==> config.mk <==
export PLATFORM = sky130hd
export DESIGN_NAME = tmqe_asm
export DESIGN_NICKNAME = d
export VERILOG_FILES = /design/src/rtl/core/tmqe_pkg.sv /design/src/rtl/core/tmqe_asm.sv
export SDC_FILE = /design/constraint.sdc
export NUM_CORES = 1
export LEC_CHECK = 0
export BUFFER_PORTS_ARGS = -buffer_cell sky130_fd_sc_hd__buf_2
export CAP_MARGIN = 20
export CORE_MARGIN = 3
export CORE_UTILIZATION = 31
export CTS_BUF_LIST = sky130_fd_sc_hd__clkbuf_4 sky130_fd_sc_hd__clkbuf_8 sky130_fd_sc_hd__clkbuf_16
export CTS_CLUSTER_DIAMETER = 200
export DETAILED_ROUTE_END_ITERATION = 16
export GPL_TIMING_DRIVEN = 0
export MAX_ROUTING_LAYER = met4
export PLACE_DENSITY_LB_ADDON = 0.12
export SLEW_MARGIN = 20
export SYNTH_ARGS = -nofsm -noshare
export SYNTH_HDL_FRONTEND = slang
export SYNTH_SLANG_ARGS = --single-unit
==> constraint.sdc <==
create_clock -name clk -period 10.75 [get_ports clk]
set_input_delay 3.225 -clock clk [delete_from_list [all_inputs] [get_ports clk]]
set_output_delay 3.225 -clock clk [all_outputs]
set_load 0.005 [all_outputs]
==> src/rtl/core/tmqe_pkg.sv <==
package tmqe_pkg;

  // operation codes
  localparam logic [1:0] OP_OPEN  = 2'd0;
  localparam logic [1:0] OP_CLOSE = 2'd1;
  localparam logic [1:0] OP_SEND  = 2'd2;
  localparam logic [1:0] OP_RECV  = 2'd3;

  // status codes
  localparam logic [1:0] ST_OK    = 2'd0;
  localparam logic [1:0] ST_FAIL  = 2'd1;
  localparam logic [1:0] ST_BLOCK = 2'd2;

  // flag bit positions
  localparam int FL_CREATE = 0;
  localparam int FL_EXCL   = 1;
  localparam int FL_NOWAIT = 2;
  localparam int FL_NOERR  = 3;

  localparam logic [11:0] MAXVOL_RESET = 12'd1024;
  localparam logic [11:0] VOL_SAT      = 12'hfff;
  localparam logic [7:0]  OPEN_SAT     = 8'hff;

  // assembly buffer status
  typedef struct packed {
    logic [4:0] count;
    logic [7:0] length;
  } asm_stat_t;

  // one stored message header
  typedef struct packed {
    logic [63:0] mtype;
    logic [7:0]  mlen;
  } meta_t;

endpackage

==> src/rtl/core/tmqe_asm.sv <==
module tmqe_asm
  import tmqe_pkg::*;
#(
  parameter int TEXT_WORDS = 16,
  parameter int TEXT_CAP   = 128
) (
  input  logic        clk,
  input  logic        rst_n,
  input  logic        wr_en,
  input  logic [63:0] wr_word,
  input  logic        clr,
  input  logic [4:0]  rd_idx,
  output logic [63:0] rd_word,
  output asm_stat_t   stat
);

  localparam int IW = (TEXT_WORDS > 1) ? $clog2(TEXT_WORDS) : 1;

  logic [63:0] words_r [TEXT_WORDS];
  logic [4:0]  count_r;
  logic        found_r;
  logic [7:0]  flen_r;
  logic        room;
  logic        zhit;
  logic [2:0]  zpos;
  logic [7:0]  cand;

  assign room = count_r < 5'(TEXT_WORDS);

  // first zero byte of the incoming word
  always_comb begin
    zhit = 1'b0;
    zpos = 3'd0;
    for (int b = 7; b >= 0; b--) begin
      if (wr_word[8*b +: 8] == 8'd0) begin
        zhit = 1'b1;
        zpos = 3'(b);
      end
    end
  end

  always_ff @(posedge clk) begin
    if (!rst_n) begin
      count_r <= '0;
      found_r <= 1'b0;
      flen_r  <= '0;
    end else if (clr) begin
      count_r <= '0;
      found_r <= 1'b0;
    end else if (wr_en && room) begin
      count_r <= count_r + 5'd1;
      if (!found_r && zhit) begin
        found_r <= 1'b1;
        flen_r  <= {count_r, 3'b000} + {5'd0, zpos};
      end
    end
  end

  always_ff @(posedge clk) begin
    if (wr_en && room) begin
      words_r[count_r[IW-1:0]] <= wr_word;
    end
  end

  assign cand        = found_r ? flen_r : {count_r, 3'b000};
  assign stat.count  = count_r;
  assign stat.length = (cand > 8'(TEXT_CAP)) ? 8'(TEXT_CAP) : cand;
  assign rd_word     = (rd_idx < count_r) ? words_r[rd_idx[IW-1:0]] : 64'd0;

endmodule

==> results of run 1 <==
[cell families (layout without fill, tap and decap cells)]
| group | count (synthesis) | after routing | synth area share (%) |
|---|---|---|---|
| flip-flops | 1038 | 1038 | 77.1 |
| multiplexers | 328 | 328 | 18.1 |
| buffers and inverters | 169 | 626 | 1.98 |
| AND/OR/NAND/NOR | 86 | 86 | 1.02 |
| AO/OA/AOI/OAI | 83 | 83 | 1.51 |
| adder cells (fa/ha/maj) | 8 | 8 | 0.249 |
| XOR/XNOR | 3 | 3 | 0.0653 |
| other | 0 | 13 | 0 |
[flip-flops by register name (all words and copies together), names as in the netlist]
signal   cells
count_r      5
flen_r       8
found_r      1
words_r   1024
[critical path, stage by stage]
cell	delay (ns)
sky130_fd_sc_hd__buf_2	0.19
sky130_fd_sc_hd__clkbuf_1	0.86
sky130_fd_sc_hd__clkbuf_1	0.83
sky130_fd_sc_hd__mux4_2	0.38
sky130_fd_sc_hd__clkinv_1	0.07
sky130_fd_sc_hd__a211oi_1	0.71
sky130_fd_sc_hd__buf_2	0.25
[routing by layer]
metal  vias to the layer above  GRT usage (%)  part of all wire, %
met4                         0           3.17                  1.7
met1                     10700           23.6                   44
li1                       8092              -                    -
met5                         -              -                    0
met2                       550           27.6                   48
met3                       146           3.79                  5.8
[power by group through the flow]
stage / logic (W) / clock network [W] / registers (W)
6_report: 0.000459 / 0.00397 / 0.00448
5_1_grt: 0.000497 / 0.00425 / 0.00448
4_1_cts: 0.000474 / 0.00408 / 0.00448
3_5_place_dp: 0.000472 / 0 / 0.00456
3_3_place_gp: 0.000451 / 0 / 0.00457
2_1_floorplan: 0.000248 / 0 / 0.00457
[worst max-delay path by stage]
stage | startpoint | slack (ns) | cells after the start | to
3_5_place_dp | rd_idx[3] | 1.10 | 7 | rd_word[22]
5_1_grt | rd_idx[3] | 0.98 | 7 | rd_word[21]
2_1_floorplan | wr_en | 2.18 | 4 | words_r[3][0]
3_3_place_gp | wr_en | -4.91 | 5 | words_r[3][27]
6_report | rd_idx[3] | 0.99 | 7 | rd_word[20]
4_1_cts | rd_idx[3] | 1.08 | 7 | rd_word[22]
[through the flow]
| stage | utilization (%) | setup TNS [ns] | hold slack (ns) | cells | worst slack [ns] |
|---|---|---|---|---|---|
| after global routing | 38.1 | 0 | 0.526 | 3909 | 0.984 |
| after global placement | 33.7 | -1780.06 | 0.468 | 3592 | -4.91 |
| after detailed placement | 35.1 | 0 | 0.477 | 3696 | 1.10 |
| after floorplan | - | 0 | 0.450 | 1715 | 2.18 |
| after CTS | 38.1 | 0 | 0.486 | 3901 | 1.08 |
| final | 38.1 | 0 | 0.487 | 3914 | 0.995 |
[synth_stat cells (4+ instances only)]
library cell / count
sky130_fd_sc_hd__edfxtp_1: 1024
sky130_fd_sc_hd__mux4_2: 320
sky130_fd_sc_hd__a211oi_1: 65
sky130_fd_sc_hd__clkinv_1: 60
sky130_fd_sc_hd__clkbuf_1: 43
sky130_fd_sc_hd__nand2_1: 27
sky130_fd_sc_hd__buf_2: 23
sky130_fd_sc_hd__nor2_1: 22
sky130_fd_sc_hd__buf_4: 20
sky130_fd_sc_hd__nor4_1: 18
sky130_fd_sc_hd__dfxtp_1: 14
sky130_fd_sc_hd__inv_1: 12
sky130_fd_sc_hd__buf_6: 8
sky130_fd_sc_hd__ha_1: 8
sky130_fd_sc_hd__mux2i_1: 8
sky130_fd_sc_hd__nor3_1: 5
sky130_fd_sc_hd__and2_1: 4
sky130_fd_sc_hd__nand4_1: 4
sky130_fd_sc_hd__o21ai_0: 4
[cell type report]
type                            instances  share of cell area (%)
Antenna cell                           13                  0.0666
Clock buffer                          138                    6.36
Clock inverter                         67                    1.44
Sequential cell                      1038                    63.5
Buffer                                 97                    1.09
Inverter                               72                   0.553
Multi-Input combinational cell        508                    17.5
Timing Repair Buffer                  252                    5.06
Tap cell                             1729                    4.43
==> results.md, run 1 <==
### Status
- completed — status

### Global route
- 161000 um — first-pass GRT wire length
- 18 — initial antenna violation count
- 17.5% — combined global-route utilization of all metal layers
- 18 — maximum number of pins on one net before global-route repair
- 0 — total congestion overflow after global routing
- 21.0k — via count of the first global-routing pass

### Finish
- 31000 um^2 — combined flip-flop and latch cell area
- 38.2% — layout cell share with drive strength beyond 1
- 2162 — number of nets in the layout
- 48900 um^2 — design area
- sky130_fd_sc_hd__edfxtp_1 — most common cell after layout, fill and taps aside
- 21.4% — synthesis-to-layout area growth
- 11.7k — number of fillers in the final layout
- 1024 x sky130_fd_sc_hd__edfxtp_1, 320 x sky130_fd_sc_hd__mux4_2, 175 x sky130_fd_sc_hd__buf_2 — commonest non-fill, non-tap cells in the layout
- 8560 um^2 — area of the multi-input gates

### Setup path
- 6.53 ns — arrival time at the worst endpoint
- 7.77 ns — reg2reg setup slack
- input port — sort of element at the start of the critical path
- words_r[2][27] — endpoint of the worst register-to-register path
- 9 — Register-to-Register Path Depth
- 7.53 ns — Crit path required time
- count_r[0] — r2r startpoint
- 10 — maximum fanout along the worst path
- input port to output pin — Worst Setup Path Type
- output pin — endpoint kind of the worst setup timing path

### STA
- 0.0197 ns — Setup Skew
- 90.7% — Tcrit/Tclk final
- 1.12 ns — Tightest Pin Transition
- 0 — Final Hold Vio Count
- no — unrepaired setup endpoints after global routing
- 25.4% — Rel. slew slack
- 0 — number of slew-limit violations in the final report
- 9.76 ns — Tmin final
- 103 MHz — achievable clock frequency
- 0 — final setup violation count

### Detailed routing
- 19.5k — vias after detailed routing
- 4.98 — via density per instance
- 0 — residual DRC count
- 114000 um — Post-Route WL
- 7 — first drt pass iteration count
- 1798 — number of design-rule violations left by the first detailed-router iteration
- 0 — Final ANT Viol Nets
- 29.1 um — average wire length per cell after detail routing

### Clock network
- 0.70 ns — clock latency at the later pin of the worst-skew pair
- 3 — maximum clock path buffer count
- 0 — cts repair resizes
- done — clock tree from TritonCTS
- 112 — TritonCTS buffer count
- 3 — H-tree depth reported by CTS
- 0 — post-CTS setup-driven buffer insertion count
- 1038 — number of clock sinks
- sky130_fd_sc_hd__clkbuf_16 — Clock Tree Root
- 0 — number of buffers inserted by hold repair at cts
- 0.06 ns — Clk pin slew, worst setup/hold paths

### Yosys
- sky130_fd_sc_hd__edfxtp_1 76%, sky130_fd_sc_hd__mux4_2 18%, sky130_fd_sc_hd__a211oi_1 1.2% — dominant cells by area after synthesis
- 23.5 um^2 — Avg Inst Size Synth
- 77.1% — sequential element share of the synthesized area
- 1024 — number of flops mapped to enable cells by yosys
- sky130_fd_sc_hd__edfxtp_1 — cell type with the largest total area after synthesis
- 0% — share of synthesized flip-flops with an asynchronous set or reset
- 1715 — Syn Inst Count
- 76.4% — share of the synthesized area in the top cell type
- 0 — Synth Warn #
- 36 — number of distinct library cells after synthesis
- 1038 — Synth Register Bits
- sky130_fd_sc_hd__edfxtp_1 — primary flip-flop cell chosen by synthesis mapping
- 40300 um^2 — Mapped Area
- 1796 — number of nets produced by synthesis

### Pwr
- 44.6% — Clk pwr share
- 0.00185 W — switching power total
- 15.6 nW — Leakage Power
- 0.00891 W — total power after layout
- 0.133 mV — worst vdd rail ir drop
- 182 nW/um^2 — power density cells
- 50.3% — Seq pwr share
- 0.00706 W — Cell Int Power
- 5.1% — power share of the combinational group
- 20.8% — switching share of power

### Min path
- flen_r[6] — Hold Crit Start
- flip-flop to flip-flop — type of the tightest min-delay check
- 2 — number of cells traversed by the worst hold path
- flen_r[6] — hold endpoint

### Floorplan
- 131 — row count
- 128000 um^2 — placeable core area
- 150 — num ports
- 366 um — die extent in x
- 134000 um^2 — total die area
- 366 um — die outline height
- 31.4% — initial core utilization

### Flow run
- 0 — max-cap violation count

### Placement
- 76400 um — post-detailed-placement half-perimeter wirelength
- 0.717 — final RePlAce weighted congestion
- 45000 um^2 — Area after DPL
- 148 — # port buffers

Power figures use the tool's default switching activity.
==> run 2, diff against run 1 <==
PLACE_DENSITY = 0.43   (was unset)
PLACE_DENSITY_LB_ADDON = unset   (was 0.12)
==> run 2 against run 1 <==
Compared with the run above: register-to-register slack improved by 0.03 ns; final cell count decreased by 0.13%; critical endpoint unchanged; first-iteration DRC count decreased by 4.3%; non-clock buffer count increased by 5; power decreased by 2.7%; sequential power about the same; largest cell class unchanged.
==> results.md, run 2 (synthesis gave the netlist of run 1 again) <==
### Setup path
- count_r[0] — r2r startpoint
- words_r[3][36] — endpoint of the worst register-to-register path
- 8 — Register-to-Register Path Depth
- output pin — endpoint kind of the worst setup timing path
- 10 — maximum fanout along the worst path
- 7.53 ns — Crit path required time
- input port to output pin — Worst Setup Path Type
- 7.80 ns — reg2reg setup slack
- 6.41 ns — arrival time at the worst endpoint
- rd_idx[3] — origin of the worst setup path
- input port — sort of element at the start of the critical path

### Detailed routing
- 5 — first drt pass iteration count
- 112000 um — Post-Route WL
- 28.6 um — average wire length per cell after detail routing
- 0 — Final ANT Viol Nets
- 0 — residual DRC count
- 19.3k — vias after detailed routing
- 1720 — number of design-rule violations left by the first detailed-router iteration
- 4.94 — via density per instance

### Clock network
- 1038 — number of clock sinks
- 3 — H-tree depth reported by CTS
- 0.68 ns — clock latency at the later pin of the worst-skew pair
- 0 — post-CTS setup-driven buffer insertion count
- sky130_fd_sc_hd__clkbuf_16 — Clock Tree Root
- done — clock tree from TritonCTS
- 0 — number of buffers inserted by hold repair at cts
- 0.06 ns — Clk pin slew, worst setup/hold paths
- 111 — TritonCTS buffer count
- 0 — cts repair resizes
- 3 — maximum clock path buffer count

### Pwr
- 0.129 mV — worst vdd rail ir drop
- 0.00867 W — total power after layout
- 177 nW/um^2 — power density cells
- 15.6 nW — Leakage Power

### Finish
- 3909 — final cell count without fillers
- 1024 — Largest register FFs
- sky130_fd_sc_hd__edfxtp_1 — most common cell after layout, fill and taps aside
- 31000 um^2 — combined flip-flop and latch cell area
- 2166 — number of nets in the layout
- 1024 x sky130_fd_sc_hd__edfxtp_1, 320 x sky130_fd_sc_hd__mux4_2, 174 x sky130_fd_sc_hd__buf_2 — commonest non-fill, non-tap cells in the layout
- 11.7k — number of fillers in the final layout
- 38.3% — layout cell share with drive strength beyond 1
- 21.4% — synthesis-to-layout area growth
- 8560 um^2 — area of the multi-input gates

### Floorplan
- 31.4% — initial core utilization
- 366 um — die extent in x
- 128000 um^2 — placeable core area
- 134000 um^2 — total die area
- 131 — row count
- 366 um — die outline height
- 150 — num ports

### Min path
- flen_r[5] — Hold Crit Start
- flen_r[5] — hold endpoint
- flip-flop to flip-flop — type of the tightest min-delay check
- 2 — number of cells traversed by the worst hold path

### STA
- 89.6% — Tcrit/Tclk final
- 0 — Final Hold Vio Count
- 0 — number of slew-limit violations in the final report
- 1.09 ns — Tightest Pin Transition
- 1.11 ns — setup slack after layout
- 9.64 ns — Tmin final
- 0.489 ns — final hold slack
- no — unrepaired setup endpoints after global routing
- 27.2% — Rel. slew slack
- 104 MHz — achievable clock frequency
- 0.0273 ns — Setup Skew
- 0 — final setup violation count

### Global route
- 21 — initial antenna violation count
- 18 — maximum number of pins on one net before global-route repair
- 17.1% — combined global-route utilization of all metal layers
- 0 — total congestion overflow after global routing
- 158000 um — first-pass GRT wire length
- 20.9k — via count of the first global-routing pass

### Status
- completed — status

### Placement
- 76100 um — post-detailed-placement half-perimeter wirelength
- 148 — # port buffers
- 3701 — Post-Place Cells
- 0.724 — final RePlAce weighted congestion
- 1.10 ns — DP Worst Slack

### Flow run
- 0 — max-cap violation count

## run 2: area by class of cell
class	instances	share of cell area [%]
Antenna cell	10	0.0512
Buffer	97	1.09
Clock buffer	152	6.49
Clock inverter	46	0.809
Inverter	72	0.553
Multi-Input combinational cell	508	17.5
Sequential cell	1038	63.5
Tap cell	1729	4.43
Timing Repair Buffer	257	5.57
## run 2: per-layer routing
| metal | global-route usage [%] | routed length, um |
|---|---|---|
| met1 | 22.3 | 48200 |
| met2 | 28.1 | 55200 |
| met4 | 3.95 | 2420 |
| met3 | 3.12 | 5810 |
| met5 | - | 0 |
## run 2: where the power goes
group / internal, W / total, W / switching (W) / leakage [nW]
sequential: 0.00447 / 0.00448 / 0.00000585 / 9.36
clock: 0.00221 / 0.00373 / 0.00152 / 1.79
combinational: 0.000187 / 0.000456 / 0.000269 / 4.41
## run 2: per-stage QoR
step	util [%]	setup TNS (ns)	cell area, um^2
after floorplan	-	0	40300
after global placement	33.7	-1701.21	43200
after detailed placement	35.3	0	45300
after CTS	38.1	0	48800
after global routing	38.1	0	48900
final	38.1	0	48900
## run 2: worst max path at each step
| stage | end | cells after the start |
|---|---|---|
| after global placement | words_r[3][29] | 5 |
| after CTS | rd_word[13] | 7 |
| after detailed placement | rd_word[13] | 7 |
| after global routing | rd_word[20] | 7 |
| after floorplan | words_r[3][0] | 4 |
| final | rd_word[20] | 7 |
## run 2: worst max-delay path, stage by stage
cell and delay (ns):
sky130_fd_sc_hd__buf_2 0.15, sky130_fd_sc_hd__clkbuf_1 0.83, sky130_fd_sc_hd__clkbuf_1 0.72, sky130_fd_sc_hd__mux4_2 0.35, sky130_fd_sc_hd__clkinv_1 0.06, sky130_fd_sc_hd__a211oi_1 0.81
sky130_fd_sc_hd__buf_2 0.26
==> run 3, diff against run 2 <==
CORE_ASPECT_RATIO = 1.1   (was unset)
==> run 3 against run 2 <==
Compared with the run above: sequential cell count is the same; wire length grew 0.87%; final cell count shrank 0.87%; worst hold slack gained 0.0042 ns; combinational power grew 0.9%; clock power grew 6.2%; die area is essentially flat; largest power group unchanged; highest routed layer unchanged.
==> results.md, run 3 (synthesis gave the netlist of run 1 again) <==
### Floorplan
- 384 um — die outline height
- 129000 um^2 — placeable core area
- 31.3% — initial core utilization
- 350 um — die extent in x
- 134000 um^2 — total die area
- 138 — row count
- 150 — num ports

### Detailed routing
- 113000 um — Post-Route WL
- 19.3k — vias after detailed routing
- 4.99 — via density per instance
- 0 — Final ANT Viol Nets
- 5 — first drt pass iteration count
- 29.1 um — average wire length per cell after detail routing
- 0 — residual DRC count
- 1552 — number of design-rule violations left by the first detailed-router iteration

### Pwr
- 15.6 nW — Leakage Power
- 182 nW/um^2 — power density cells
- 0.140 mV — worst vdd rail ir drop

### Finish
- 1024 — Largest register FFs
- 21.5% — synthesis-to-layout area growth
- 2171 — number of nets in the layout
- 38.1% — layout cell share with drive strength beyond 1
- sky130_fd_sc_hd__edfxtp_1 — most common cell after layout, fill and taps aside
- 1024 x sky130_fd_sc_hd__edfxtp_1, 320 x sky130_fd_sc_hd__mux4_2, 174 x sky130_fd_sc_hd__buf_2 — commonest non-fill, non-tap cells in the layout
- 38.0% — final core utilization

### Setup path
- output pin — endpoint kind of the worst setup timing path
- 6.31 ns — arrival time at the worst endpoint
- input port — sort of element at the start of the critical path
- 10 — maximum fanout along the worst path
- 7.53 ns — Crit path required time
- input port to output pin — Worst Setup Path Type
- 8 — Register-to-Register Path Depth

### Min path
- flip-flop to flip-flop — type of the tightest min-delay check
- 2 — number of cells traversed by the worst hold path

### STA
- 0 ns — final sum of negative setup slack
- 28.6% — Rel. slew slack
- 88.7% — Tcrit/Tclk final
- 105 MHz — achievable clock frequency
- 1.07 ns — Tightest Pin Transition
- 0.493 ns — final hold slack
- 0.0345 ns — Setup Skew
- 0 — final setup violation count
- 0 — Final Hold Vio Count
- no — unrepaired setup endpoints after global routing
- 9.54 ns — Tmin final
- 0 — number of slew-limit violations in the final report

### Clock network
- 1038 — number of clock sinks
- 3 — maximum clock path buffer count
- 3 — H-tree depth reported by CTS
- 0 — cts repair resizes
- 0 — post-CTS setup-driven buffer insertion count
- 0.70 ns — clock latency at the later pin of the worst-skew pair
- 0 — number of buffers inserted by hold repair at cts
- 116 — TritonCTS buffer count
- done — clock tree from TritonCTS
- sky130_fd_sc_hd__clkbuf_16 — Clock Tree Root
- 0.06 ns — Clk pin slew, worst setup/hold paths

### Status
- completed — status

### Global route
- 20.7k — via count of the first global-routing pass
- 18 — maximum number of pins on one net before global-route repair
- 158000 um — first-pass GRT wire length
- 17.4% — combined global-route utilization of all metal layers
- 0 — total congestion overflow after global routing
- 22 — initial antenna violation count

### Placement
- 0.731 — final RePlAce weighted congestion
- 76700 um — post-detailed-placement half-perimeter wirelength
- 148 — # port buffers

### Flow run
- 0 — max-cap violation count

run 3: metrics by stage:
step                      cell area, um^2  power [W]  setup WS (ns)  instances
after CTS                           48900    0.00902          0.901       3866
final                               48900    0.00889           1.21       3875
after global placement              43100    0.00502          -4.82       3543
after floorplan                     40300    0.00481           2.18       1715
after global routing                48900    0.00921          0.984       3874
after detailed placement            45100    0.00504          0.900       3652
run 3: routing by layer:
metal	vias up	part of all wire [%]	global-route usage (%)
li1	8127	-	-
met1	10500	44	23.1
met2	565	49	28.1
met3	135	5.3	3.03
met4	0	1.8	3.92
met5	-	0	-
run 3: layout make-up:
type,instances,area (um^2)
sequential,1038,31000
fill,11600,79900
tap,1680,2100
buffer,97,534
timing repair buffer,257,2590
clock inverter,74,718
inverter,72,270
clock buffer,140,3100
multi-input combinational,508,8550
antenna,9,22.5
run 3: worst paths after layout:
check	start	slack (ns)	to
setup / recovery	rd_idx[1]	1.21	rd_word[14]
hold reg to reg	flen_r[3]	0.49	flen_r[3]
setup reg to reg	count_r[0]	7.90	words_r[3][29]
hold / removal	flen_r[3]	0.49	flen_r[3]
run 3: power by group:
part           switching (W)  total [W]  internal, W
combinational       0.000271   0.000460     0.000189
clock                0.00158    0.00396      0.00238
sequential        0.00000586    0.00448      0.00447
run 3: critical path, stage by stage:
cell	delay, ns
sky130_fd_sc_hd__buf_2	0.24
sky130_fd_sc_hd__buf_2	0.48
sky130_fd_sc_hd__clkbuf_1	0.74
sky130_fd_sc_hd__mux4_2	0.35
sky130_fd_sc_hd__mux4_2	0.23
sky130_fd_sc_hd__clkinv_1	0.08
sky130_fd_sc_hd__a211oi_1	0.71
sky130_fd_sc_hd__buf_2	0.24
